**src/hdl/stkk_pkg.sv**
```systemverilog
// ----------------------------------------------------------------------------
// stkk_pkg: shared types for the sorted top-k keeper
// Entry layout, per-cell control, operation and status codes, FSM states.
// ----------------------------------------------------------------------------
package stkk_pkg;

  localparam int MAX_RESULTS = 16;

  typedef struct packed {
    logic [63:0] mask;
    logic [31:0] weight;
  } entry_t;

  typedef enum logic [1:0] {
    CELL_HOLD,
    CELL_INSERT,
    CELL_ROTATE
  } cell_op_e;

  typedef struct packed {
    cell_op_e op;
    logic     in_fill;  // cell index is below the fill count
    logic     is_tail;  // cell holds the last valid entry
  } cell_ctrl_t;

  typedef enum logic [1:0] {
    OP_OFFER = 2'd0,
    OP_READ  = 2'd1,
    OP_CLEAR = 2'd2
  } op_e;

  typedef enum logic [2:0] {
    ST_IGNORED  = 3'd0,
    ST_INSERTED = 3'd1,
    ST_REJECTED = 3'd2,
    ST_ENTRY    = 3'd3,
    ST_EMPTY    = 3'd4
  } status_e;

  typedef enum logic {
    S_IDLE,
    S_READ
  } state_e;

endpackage

```
**src/hdl/stkk_cell.sv**
```systemverilog
// ----------------------------------------------------------------------------
// stkk_cell: one slot of the sorted list
// Compares its entry against the candidate and either holds, takes the
// candidate, takes its left neighbor (insert shift) or rotates during read out.
// ----------------------------------------------------------------------------
module stkk_cell
  import stkk_pkg::*;
(
  input  logic       clk_i,
  input  cell_ctrl_t ctrl_i,
  input  entry_t     cand_i,
  input  entry_t     left_i,
  input  logic       left_before_i,
  input  entry_t     right_i,
  input  entry_t     head_i,
  output logic       before_o,
  output entry_t     entry_o
);

  entry_t entry_q, entry_d;
  logic   less;

  // weight first, mask breaks ties
  assign less = (entry_q.weight != cand_i.weight) ? (entry_q.weight < cand_i.weight)
                                                  : (entry_q.mask < cand_i.mask);
  assign before_o = ctrl_i.in_fill && less;

  always_comb begin
    entry_d = entry_q;
    unique case (ctrl_i.op)
      CELL_HOLD: begin
        entry_d = entry_q;
      end
      CELL_INSERT: begin
        if (before_o) begin
          entry_d = entry_q;
        end else if (left_before_i) begin
          entry_d = cand_i;
        end else begin
          entry_d = left_i;
        end
      end
      CELL_ROTATE: begin
        if (ctrl_i.is_tail) begin
          entry_d = head_i;
        end else if (ctrl_i.in_fill) begin
          entry_d = right_i;
        end else begin
          entry_d = entry_q;
        end
      end
      default: begin
        entry_d = entry_q;
      end
    endcase
  end

  always_ff @(posedge clk_i) begin
    entry_q <= entry_d;
  end

  assign entry_o = entry_q;

endmodule

```
**config.mk**
```make
export PLATFORM = sky130hd
export DESIGN_NAME = stkk_cell
export DESIGN_NICKNAME = d
export VERILOG_FILES = /design/src/hdl/stkk_pkg.sv /design/src/hdl/stkk_cell.sv
export SDC_FILE = /design/constraint.sdc
export NUM_CORES = 1
export LEC_CHECK = 0
export BUFFER_PORTS_ARGS = -buffer_cell sky130_fd_sc_hd__buf_2
export CAP_MARGIN = 20
export CORE_AREA = 2 2 188 190
export CTS_CLUSTER_DIAMETER = 120
export DETAILED_ROUTE_END_ITERATION = 7
export DIE_AREA = 0 0 190 192
export GPL_ROUTABILITY_DRIVEN = 0
export PLACE_DENSITY_LB_ADDON = 0.15
export SYNTH_ARGS = -nofsm -noshare
export SYNTH_HDL_FRONTEND = slang
export SYNTH_SLANG_ARGS = --single-unit
```
**constraint.sdc**
```tcl
create_clock -name clk_i -period 16.05 [get_ports clk_i]
set_input_delay 2.4075 -clock clk_i [delete_from_list [all_inputs] [get_ports clk_i]]
set_output_delay 2.4075 -clock clk_i [all_outputs]
set_load 0.01 [all_outputs]
```
# Yosys cells after proc, flatten, opt, wreduce, memory -nomap -nowiden
# Cells that the tools add are included.
dict set report op_classes {
  n_eq_ne 5
  n_lt_le_gt_ge 2
  n_mux 6
  reduce_logical 3
}
# operator count
set ops {}
lappend ops {{$mux 96} 4}
lappend ops {{$pmux 96 s2} 1}
lappend ops {{$lt 64x64->1} 1}
lappend ops {{$lt 32x32->1} 1}
lappend ops {{$ne 32x32->1} 1}
lappend ops {{$ne 3x3->1 const B} 1}
lappend ops {{$reduce_and 3->1} 1}
lappend ops {{$eq 2x1->1 const B} 1}
lappend ops {{$eq 2x2->1 const B} 1}
lappend ops {{$ne 2x2->1 const B} 1}
lappend ops {{$reduce_bool 2->1} 1}
lappend ops {{$logic_and 1x1->1} 1}
lappend ops {{$mux 1} 1}
dict set report word_totals {
  elab_cells 18
  output_inout_bits 97
  input_bits 390
  reg_bits 96
}

# Depth between registers and ports, before layout
# Gate-level depths: netlist of the first run.
dict set report depth {
  depth_word 5
  depth_mapped 9
}

# Worst setup path before layout of the first run
# OpenSTA, ideal clock, no wires.
dict set report synth_path {
  path_kind {input port to flip-flop}
  startpoint {input cand_i[14] (netlist bit)}
  endpoint {register entry_q, in the netlist entry_o[0], enable pin}
  n_path_buf 0
  path_stages 9
  arrival_time_ns 7.950
  t_required_ns 15.497
  slack_ns 7.547
  cell_sequence {inv_1 > ha_1 > nand4_1 > or3_1 > nor4_1 > o41a_1 > nor4b_2 > a22o_1 > nor2_1}
}
dict set report synth_between {
  elab_chain_cells 5
}
# element line_no
set synth_rtl {}
lappend synth_rtl {{from (decl)} stkk_cell.sv:11} ;# input entry_t cand_i,
lappend synth_rtl {{$lt 32x32->1 / $ne 32x32->1 (equally long branches)} stkk_cell.sv:24} ;# assign less = (entry_q.weight != cand_i.weight) ? (entry_q.weight < cand_i.weight)
lappend synth_rtl {{$mux 1 (*)} stkk_cell.sv:24}
lappend synth_rtl {{$logic_and 1x1->1 (*)} stkk_cell.sv:26} ;# assign before_o = ctrl_i.in_fill && less;
lappend synth_rtl {{$ne 2x2->1 (no line) (*)} --}
lappend synth_rtl {{$reduce_and 3->1 (no line) (*)} --}
lappend synth_rtl {{to (signal assigned)} stkk_cell.sv:59} ;# entry_q <= entry_d;
lappend synth_rtl {{to (decl)} stkk_cell.sv:20} ;# entry_t entry_q, entry_d;
# Mark *: on every way between the ends. The rest lies on a longest branch, timed or not.
# A chain may end at the register's enable or synchronous reset.

# Final worst setup path of the first run
dict set report layout_path {
  startpoint {input cand_i[29] (netlist bit)}
  endpoint {output before_o}
}
dict set report layout_between {
  elab_chain_cells 3
}
# element line_no
set layout_rtl {}
lappend layout_rtl {{$lt 32x32->1 / $ne 32x32->1 (equally long branches)} stkk_cell.sv:24}
lappend layout_rtl {{$mux 1 (*)} stkk_cell.sv:24}
lappend layout_rtl {{$logic_and 1x1->1 (*)} stkk_cell.sv:26}
lappend layout_rtl {{to (decl)} stkk_cell.sv:16} ;# output logic before_o,
# Marks and branches as above.

==> impl_results.html, run 1 <==
<table>
<tr><th>Metric</th><th>Value</th></tr>
<tr><th colspan="2">Outcome</th></tr>
<tr><td>Run status</td><td>completed</td></tr>
<tr><th colspan="2">Floorplanning</th></tr>
<tr><td>DIE AREA</td><td>between 30,000 and 40,000 um2</td></tr>
<tr><td>Core Region</td><td>roughly 34,000 um2</td></tr>
<tr><td>Rows</td><td>68</td></tr>
<tr><td>Starting density of the core</td><td>0.243</td></tr>
<tr><td>Die width</td><td>~190 um</td></tr>
<tr><td>Height of the die</td><td>roughly 190 um</td></tr>
<tr><td>Io pins</td><td>487</td></tr>
<tr><th colspan="2">Clock tree</th></tr>
<tr><td>Number of sinks driven by the clock tree</td><td>96</td></tr>
<tr><td>Number of buffers on the longest clock path</td><td>2</td></tr>
<tr><td>Hold bufs inserted after CTS</td><td>0</td></tr>
<tr><td>Clock insertion delay at the later pin of the skew report</td><td>0.36 ns</td></tr>
<tr><td>CTS clk-pin slew, worst paths</td><td>0.08 ns</td></tr>
<tr><td>CTS buffer count</td><td>9</td></tr>
<tr><td>Clock root cell</td><td>sky130_fd_sc_hd__clkbuf_16</td></tr>
<tr><td>Post-CTS sizing</td><td>0</td></tr>
<tr><td>Maximum level of the CTS H-tree</td><td>3</td></tr>
<tr><td>TritonCTS clock tree</td><td>done</td></tr>
<tr><td>Setup fix buffers added after clock tree synthesis</td><td>0</td></tr>
<tr><th colspan="2">Synthesis</th></tr>
<tr><td>Seq cells post-synth</td><td>between 90 and 100</td></tr>
<tr><td>Sequential-to-total area share from yosys stat</td><td>0.346</td></tr>
<tr><td>EDFF count, synth</td><td>96</td></tr>
<tr><td>Instance count of the mapped netlist</td><td>about 900</td></tr>
<tr><td>Number of different library cells in the post-synthesis netlist</td><td>39</td></tr>
<tr><td>Post-Synthesis Cell Area</td><td>approximately 8300 um2</td></tr>
<tr><td>Primary flip-flop cell chosen by synthesis mapping</td><td>sky130_fd_sc_hd__edfxtp_1</td></tr>
<tr><td>Syn avg cell area</td><td>9.51 um2</td></tr>
<tr><td>Post-synthesis async set-or-reset flop share</td><td>0</td></tr>
<tr><td>Proportion of netlist area held by the largest area contributor</td><td>0.346</td></tr>
<tr><td>Ys Warns</td><td>0</td></tr>
<tr><td>Cells taking the most area after synthesis</td><td>sky130_fd_sc_hd__edfxtp_1 35%, sky130_fd_sc_hd__ha_1 14%, sky130_fd_sc_hd__mux2i_1 12%, sky130_fd_sc_hd__a211oi_1 8.9%, sky130_fd_sc_hd__a21oi_1 7.7%</td></tr>
<tr><td>Synthesized net count</td><td>1,360</td></tr>
<tr><td>Most area-hungry cell type in the Yosys netlist</td><td>sky130_fd_sc_hd__edfxtp_1</td></tr>
<tr><th colspan="2">Final layout</th></tr>
<tr><td>Most frequent cells in the layout</td><td>484 x sky130_fd_sc_hd__buf_2, 128 x sky130_fd_sc_hd__a21oi_1, 99 x sky130_fd_sc_hd__nor2b_1, 99 x sky130_fd_sc_hd__a211oi_1</td></tr>
<tr><td>Filler cell count</td><td>3,668</td></tr>
<tr><td>Final design utilization</td><td>0.336</td></tr>
<tr><td>Area of the multi-input gates</td><td>roughly 5000 um2</td></tr>
<tr><td>Diode count</td><td>0</td></tr>
<tr><td>Most frequent standard cell in the layout excluding fill and tap cells</td><td>sky130_fd_sc_hd__buf_2</td></tr>
<tr><td>Layout cell share with drive strength beyond 1</td><td>0.384</td></tr>
<tr><td>Flip-flop and latch area</td><td>2880 um2</td></tr>
<tr><td>Synthesis-to-layout area growth</td><td>38.3%</td></tr>
<tr><td>Final net count</td><td>1,810</td></tr>
<tr><td>Flip-flop count of the largest register after layout</td><td>96</td></tr>
<tr><th colspan="2">Power</th></tr>
<tr><td>Share of total power in the clock network</td><td>0.297</td></tr>
<tr><td>Peak ir drop on the vdd network</td><td>between 0.00004 and 0.00005 V</td></tr>
<tr><td>Static leakage power</td><td>approximately 5.6 nW</td></tr>
<tr><td>Power per cell area</td><td>roughly 70 nW/um2</td></tr>
<tr><td>Register share of total power</td><td>0.398</td></tr>
<tr><td>Portion of total power attributed to combinational logic</td><td>0.305</td></tr>
<tr><td>Internal power</td><td>around 0.00056 W</td></tr>
<tr><td>Total power draw</td><td>about 0.00080 W</td></tr>
<tr><td>Net switching share of the total power</td><td>0.307</td></tr>
<tr><td>P_sw</td><td>roughly 0.00025 W</td></tr>
<tr><th colspan="2">Global routing</th></tr>
<tr><td>First-pass GRT wire length</td><td>46,000 um</td></tr>
<tr><td>Antenna violations before repair</td><td>2</td></tr>
<tr><td>Overflow left after global routing</td><td>0</td></tr>
<tr><td>Total routing usage reported by global routing</td><td>0.166</td></tr>
<tr><td>Number of global-route vias before repair</td><td>between 8,000 and 9,000</td></tr>
<tr><td>Pin count of the biggest net entering global routing</td><td>around 120</td></tr>
<tr><th colspan="2">Drt</th></tr>
<tr><td>Final routed wire length divided by cell count</td><td>about 17 um</td></tr>
<tr><td>Post-DR vias/cell</td><td>between 4 and 5</td></tr>
<tr><td>Initial DRC count</td><td>~200</td></tr>
<tr><td>WL final</td><td>around 31,000 um</td></tr>
<tr><td>Post-route DRC violation count</td><td>0</td></tr>
<tr><td>DRT antenna net count</td><td>0</td></tr>
<tr><td>First-pass detailed-route iteration total</td><td>4</td></tr>
<tr><td>Routed via count</td><td>roughly 8,100</td></tr>
<tr><th colspan="2">Setup path</th></tr>
<tr><td>Max FO, Critical Path</td><td>2</td></tr>
<tr><td>CP required</td><td>~14 ns</td></tr>
<tr><td>Critical path arrival</td><td>5.06 ns</td></tr>
<tr><td>Worst reg2reg setup slack</td><td>12.53 ns</td></tr>
<tr><td>RR Endpoint</td><td>entry_o[26]</td></tr>
<tr><td>Start point of the critical path</td><td>cand_i[29]</td></tr>
<tr><td>Launch point of the worst reg-to-reg path</td><td>entry_o[19]</td></tr>
<tr><td>Critical path start-end classification</td><td>primary input to output pin</td></tr>
<tr><td>Setup crit end kind</td><td>output pin</td></tr>
<tr><td>Number of cells on the worst reg-to-reg path</td><td>9</td></tr>
<tr><td>Startpoint kind of the worst setup timing path</td><td>primary input</td></tr>
<tr><th colspan="2">Hold path</th></tr>
<tr><td>Worst Hold End</td><td>entry_o[86]</td></tr>
<tr><td>Depth of the worst hold-timing path</td><td>6</td></tr>
<tr><td>Origin of the worst min-delay path</td><td>entry_o[72]</td></tr>
<tr><td>Class of the tightest hold or removal check</td><td>flop to flop</td></tr>
<tr><th colspan="2">STA</th></tr>
<tr><td>Maximum clock frequency</td><td>~0.13 GHz</td></tr>
<tr><td>Transition at the pin with the smallest max-transition slack</td><td>~0.94 ns</td></tr>
<tr><td>Crit share post-route</td><td>0.465</td></tr>
<tr><td>Fin crit period</td><td>between 7 and 8 ns</td></tr>
<tr><td>Relative max-transition margin</td><td>0.372</td></tr>
<tr><td>Final slew viol count</td><td>0</td></tr>
<tr><td>Final number of hold-violating endpoints</td><td>0</td></tr>
<tr><td>Fin Clk Skew</td><td>around 0.015 ns</td></tr>
<tr><td>Setup Viol. Count Final</td><td>0</td></tr>
<tr><td>Setup repair after global routing missed its margin</td><td>no</td></tr>
<tr><td>Final total negative setup slack</td><td>0 ns</td></tr>
<tr><th colspan="2">Placement</th></tr>
<tr><td>Port-buffer cells</td><td>a little under 500</td></tr>
<tr><td>Estimated wirelength of the detail-placed design</td><td>between 20,000 and 30,000 um</td></tr>
<tr><th colspan="2">Flow run</th></tr>
<tr><td>Max-cap check violation count</td><td>0</td></tr>
</table>
kinds of logic after synthesis:
kind of cell,Yosys count,share of synthesized area
fa+ha+maj,95,0.143
simple gates,171,0.122
buf+inv,150,0.0683
mux,96,0.115
compound gates,267,0.205
flops,96,0.346
cells in the mapped netlist, types with 3 or more instances:
master	instances
sky130_fd_sc_hd__a211oi_1	99
sky130_fd_sc_hd__a21o_1	14
sky130_fd_sc_hd__a21oi_1	128
sky130_fd_sc_hd__a221oi_1	3
sky130_fd_sc_hd__buf_1	5
sky130_fd_sc_hd__buf_2	4
sky130_fd_sc_hd__clkbuf_1	45
sky130_fd_sc_hd__edfxtp_1	96
sky130_fd_sc_hd__ha_1	95
sky130_fd_sc_hd__inv_1	96
sky130_fd_sc_hd__mux2i_1	96
sky130_fd_sc_hd__nand2_1	13
sky130_fd_sc_hd__nand2b_1	3
sky130_fd_sc_hd__nand3_1	13
sky130_fd_sc_hd__nand4_1	21
sky130_fd_sc_hd__nor2_1	8
sky130_fd_sc_hd__nor2b_1	100
sky130_fd_sc_hd__nor3_1	4
sky130_fd_sc_hd__o21ai_0	8
power by group through the flow:
stage | logic [W] | clock network [W] | registers [W]
3_5_place_dp | 0.000249 | 0 | 0.000325
3_3_place_gp | 0.000248 | 0 | 0.000325
2_1_floorplan | 0.000124 | 0 | 0.000336
5_1_grt | 0.000276 | 0.000258 | 0.000323
4_1_cts | 0.000250 | 0.000248 | 0.000320
6_report | 0.000244 | 0.000238 | 0.000319
final cells by class:
type | instances | area share
tap | 455 | 0.0494
clock buffer | 12 | 0.0205
clock inverter | 4 | 0.00598
multi-input combinational | 629 | 0.424
timing repair buffer | 493 | 0.218
sequential | 96 | 0.250
inverter | 96 | 0.0313
worst max-delay path, cell delays in order:
cell and delay (ns):
sky130_fd_sc_hd__buf_2 0.14, sky130_fd_sc_hd__inv_1 0.05, sky130_fd_sc_hd__ha_1 0.29, sky130_fd_sc_hd__nand4_1 0.15, sky130_fd_sc_hd__nor4_1 0.48, sky130_fd_sc_hd__nand2_1 0.10
sky130_fd_sc_hd__a2111oi_1 0.85, sky130_fd_sc_hd__nand4_1 0.18, sky130_fd_sc_hd__a21oi_1 0.16, sky130_fd_sc_hd__a21o_2 0.12, sky130_fd_sc_hd__buf_2 0.15
through the flow:
step	std cells	hold WS [ns]	setup WS (ns)	cell area, um2
final	1785	1.61	8.58	11500
after global routing	1785	1.76	8.24	11500
after CTS	1784	1.66	8.51	11500
after detailed placement	1768	1.63	8.53	11200
after global placement	1768	1.60	8.56	11200
after floorplan	875	2.35	7.55	8320
how the worst max path moves through the flow:
stage / end / slack [ns] / depth (start not counted)
after global placement: before_o / 8.56 / 11
after floorplan: entry_o[0] / 7.55 / 9
final: before_o / 8.58 / 11
after global routing: before_o / 8.24 / 11
after CTS: before_o / 8.51 / 11
after detailed placement: before_o / 8.53 / 11
per-layer routing:
layer | vias up | part of all wire | wire length, um | GRT usage
li1 | 4188 | - | - | -
met1 | 3621 | 0.41 | 12800 | 0.194
met2 | 311 | 0.50 | 15500 | 0.299
met3 | 21 | 0.080 | 2480 | 0.0449
met4 | 2 | 0.013 | 415 | 0.0400
met5 | - | 0.00042 | 13 | 0
No activity file was read; power rests on OpenSTA's default activity.
==> inputs of run 2 (changes only) <==
Settings changed: CORE_AREA 2 2 188 190 to 2 2 189 191, DIE_AREA 0 0 190 192 to 0 0 191 193.
Clock period 16.05 ns to 6.34 ns, I/O delays scaled along.
==> run 2 against run 1 <==
Sequential share of layout area about the same. Sequential cell count stayed put. Via count increased by 0.31%. Hold slack worse by 0.65 ns. Non-clock buffer count grew 1. Clock-buffer cell count is the same. Clock power increased by 140%. Die area is 1.0% higher. Utilization fell by 0.64 points. Critical path depth stayed put. Final area about the same. Critical path type unchanged. Critical endpoint unchanged. Largest cell class unchanged.
==> impl_results.html, run 2 (synthesized netlist as in run 1, its figures left out) <==
<table>
<tr><th>Metric</th><th>Value</th></tr>
<tr><th colspan="2">Outcome</th></tr>
<tr><td>Run status</td><td>completed</td></tr>
<tr><th colspan="2">Hold path</th></tr>
<tr><td>Origin of the worst min-delay path</td><td>cand_i[54]</td></tr>
<tr><td>Class of the tightest hold or removal check</td><td>primary input to flop</td></tr>
<tr><td>Worst Hold End</td><td>entry_o[54]</td></tr>
<tr><td>Depth of the worst hold-timing path</td><td>3 (-3)</td></tr>
<tr><th colspan="2">Setup path</th></tr>
<tr><td>CP required</td><td>5.39 ns (-8.25 ns)</td></tr>
<tr><td>Critical path arrival</td><td>3.49 ns (-1.57 ns)</td></tr>
<tr><td>Worst reg2reg setup slack</td><td>2.81 ns (-9.72 ns)</td></tr>
<tr><td>RR Endpoint</td><td>entry_o[48]</td></tr>
<tr><td>Launch point of the worst reg-to-reg path</td><td>entry_o[14]</td></tr>
<tr><td>Critical path start-end classification</td><td>primary input to output pin</td></tr>
<tr><td>Setup crit end kind</td><td>output pin</td></tr>
<tr><td>Startpoint kind of the worst setup timing path</td><td>primary input</td></tr>
<tr><td>Number of cells on the worst reg-to-reg path</td><td>9 (unchanged)</td></tr>
<tr><td>Max FO, Critical Path</td><td>2 (unchanged)</td></tr>
<tr><th colspan="2">Drt</th></tr>
<tr><td>DRT antenna net count</td><td>0 (unchanged)</td></tr>
<tr><td>First-pass detailed-route iteration total</td><td>4 (unchanged)</td></tr>
<tr><td>WL final</td><td>31,200 um (-0.11%)</td></tr>
<tr><td>Post-route DRC violation count</td><td>0 (unchanged)</td></tr>
<tr><td>Post-DR vias/cell</td><td>4.56 (-0.14%)</td></tr>
<tr><td>Initial DRC count</td><td>172 (-14%)</td></tr>
<tr><td>Routed via count</td><td>8,168 (+0.31%)</td></tr>
<tr><td>Final routed wire length divided by cell count</td><td>17.4 um (-0.56%)</td></tr>
<tr><th colspan="2">Final layout</th></tr>
<tr><td>Layout cell share with drive strength beyond 1</td><td>0.385 (+0.00121)</td></tr>
<tr><td>Synthesis-to-layout area growth</td><td>38.4% (about the same)</td></tr>
<tr><td>Cell Count, Final, Fillers Out</td><td>1,793 (+0.45%)</td></tr>
<tr><td>Final net count</td><td>1,811 (+0.055%)</td></tr>
<tr><td>Final design utilization</td><td>0.329 (-0.00639)</td></tr>
<tr><td>Flip-flop count of the largest register after layout</td><td>96 (unchanged)</td></tr>
<tr><td>Most frequent cells in the layout</td><td>484 x sky130_fd_sc_hd__buf_2, 128 x sky130_fd_sc_hd__a21oi_1, 99 x sky130_fd_sc_hd__nor2b_1, 99 x sky130_fd_sc_hd__a211oi_1</td></tr>
<tr><td>Most frequent standard cell in the layout excluding fill and tap cells</td><td>sky130_fd_sc_hd__buf_2</td></tr>
<tr><th colspan="2">Clock tree</th></tr>
<tr><td>TritonCTS clock tree</td><td>done</td></tr>
<tr><td>Number of buffers on the longest clock path</td><td>2 (unchanged)</td></tr>
<tr><td>Clock root cell</td><td>sky130_fd_sc_hd__clkbuf_16</td></tr>
<tr><td>Number of sinks driven by the clock tree</td><td>96 (unchanged)</td></tr>
<tr><td>Hold bufs inserted after CTS</td><td>0 (unchanged)</td></tr>
<tr><td>Post-CTS sizing</td><td>0 (unchanged)</td></tr>
<tr><td>CTS clk-pin slew, worst paths</td><td>0.08 ns (about the same)</td></tr>
<tr><td>Clock insertion delay at the later pin of the skew report</td><td>0.35 ns (about the same)</td></tr>
<tr><td>Maximum level of the CTS H-tree</td><td>3 (unchanged)</td></tr>
<tr><td>Setup fix buffers added after clock tree synthesis</td><td>0 (unchanged)</td></tr>
<tr><td>CTS buffer count</td><td>9 (unchanged)</td></tr>
<tr><th colspan="2">Floorplanning</th></tr>
<tr><td>Height of the die</td><td>193 um (+0.52%)</td></tr>
<tr><td>Core Region</td><td>35,000 um2 (+2.0%)</td></tr>
<tr><td>Starting density of the core</td><td>0.238 (-0.00470)</td></tr>
<tr><td>DIE AREA</td><td>36,900 um2 (+1.0%)</td></tr>
<tr><td>Rows</td><td>69 (+1.5%)</td></tr>
<tr><td>Io pins</td><td>487 (unchanged)</td></tr>
<tr><td>Die width</td><td>191 um (+0.53%)</td></tr>
<tr><th colspan="2">Power</th></tr>
<tr><td>Static leakage power</td><td>5.63 nW (-0.12%)</td></tr>
<tr><td>Peak ir drop on the vdd network</td><td>0.000121 V (+160%)</td></tr>
<tr><td>Power per cell area</td><td>174 nW/um2 (+150%)</td></tr>
<tr><th colspan="2">STA</th></tr>
<tr><td>Setup Viol. Count Final</td><td>0 (unchanged)</td></tr>
<tr><td>Fin Clk Skew</td><td>0.0170 ns (+0.00231 ns)</td></tr>
<tr><td>Setup repair after global routing missed its margin</td><td>no</td></tr>
<tr><td>Crit share post-route</td><td>0.700</td></tr>
<tr><td>Maximum clock frequency</td><td>roughly 0.23 GHz</td></tr>
<tr><td>Final total negative setup slack</td><td>0 ns (unchanged)</td></tr>
<tr><td>Fin crit period</td><td>roughly 4.4 ns</td></tr>
<tr><td>Final number of hold-violating endpoints</td><td>0 (unchanged)</td></tr>
<tr><td>Transition at the pin with the smallest max-transition slack</td><td>0.923 ns (-0.0193 ns)</td></tr>
<tr><td>Relative max-transition margin</td><td>0.384 (+0.0129)</td></tr>
<tr><td>Final slew viol count</td><td>0 (unchanged)</td></tr>
<tr><th colspan="2">Global routing</th></tr>
<tr><td>Number of global-route vias before repair</td><td>7,980 (-1.3%)</td></tr>
<tr><td>Antenna violations before repair</td><td>2 (unchanged)</td></tr>
<tr><td>First-pass GRT wire length</td><td>45,200 um (-1.8%)</td></tr>
<tr><td>Total routing usage reported by global routing</td><td>0.162 (-0.00426)</td></tr>
<tr><td>Overflow left after global routing</td><td>0 (unchanged)</td></tr>
<tr><td>Pin count of the biggest net entering global routing</td><td>86 (-26%)</td></tr>
<tr><th colspan="2">Flow run</th></tr>
<tr><td>Max-cap check violation count</td><td>0 (unchanged)</td></tr>
<tr><th colspan="2">Placement</th></tr>
<tr><td>Port-buffer cells</td><td>486 (unchanged)</td></tr>
<tr><td>Estimated wirelength of the detail-placed design</td><td>25,700 um (-0.53%)</td></tr>
<tr><td>Placed cell count</td><td>1,776 (+0.45%)</td></tr>
</table>
[run 2: power by group]
group          leakage, nW  internal [W]  switching [W]
Clock                0.137      0.000309       0.000266
Sequential           0.908      0.000777      0.0000310
Combinational         4.59      0.000285       0.000336
[run 2: area by class of cell]
type | instances | area, um2
fillers | 3759 | 23400
diodes | 1 | 2.50
clock inverters | 4 | 55.1
inverters | 96 | 360
flip-flops and latches | 96 | 2880
clock buffers | 12 | 236
multi-input cells | 629 | 4890
repair buffers | 494 | 2520
well taps | 461 | 577
[run 2: worst max-delay path: stages]
cell                        delay (ns)
sky130_fd_sc_hd__buf_2            0.12
sky130_fd_sc_hd__inv_1            0.05
sky130_fd_sc_hd__ha_1             0.29
sky130_fd_sc_hd__nand4_1          0.16
sky130_fd_sc_hd__nor4_1           0.59
sky130_fd_sc_hd__nand2_1          0.11
sky130_fd_sc_hd__a2111oi_1        0.67
sky130_fd_sc_hd__nand4_1          0.16
sky130_fd_sc_hd__a21oi_1          0.14
sky130_fd_sc_hd__a21o_2           0.10
sky130_fd_sc_hd__buf_2            0.13
[run 2: worst max-delay path by stage]
stage | start | endpoint | slack (ns) | cells after the start
final | cand_i[29] | before_o | 1.90 | 11
after global routing | cand_i[29] | before_o | 1.63 | 11
after CTS | cand_i[29] | before_o | 1.79 | 11
after detailed placement | cand_i[29] | before_o | 1.79 | 11
after global placement | cand_i[29] | before_o | 1.83 | 11
after floorplan | cand_i[14] | entry_o[0] | 0.94 | 9
[run 2: stage by stage]
stage / area (um2) / hold slack, ns / power [W] / setup WS, ns
finish: 11500 / 0.964 / 0.00200 / 1.90
floorplan: 8330 / 1.20 / 0.00116 / 0.937
global route: 11500 / 0.973 / 0.00214 / 1.63
CTS: 11500 / 0.942 / 0.00205 / 1.79
detailed placement: 11200 / 1.32 / 0.00146 / 1.79
global placement: 11200 / 1.32 / 0.00146 / 1.83
[run 2: per-layer routing]
metal / up-vias / GRT usage / routed length (um)
li1: 4179 / - / -
met1: 3671 / 0.197 / 13200
met2: 299 / 0.291 / 15500
met3: 17 / 0.0329 / 2150
met4: 2 / 0.0391 / 340
met5: - / 0 / 13
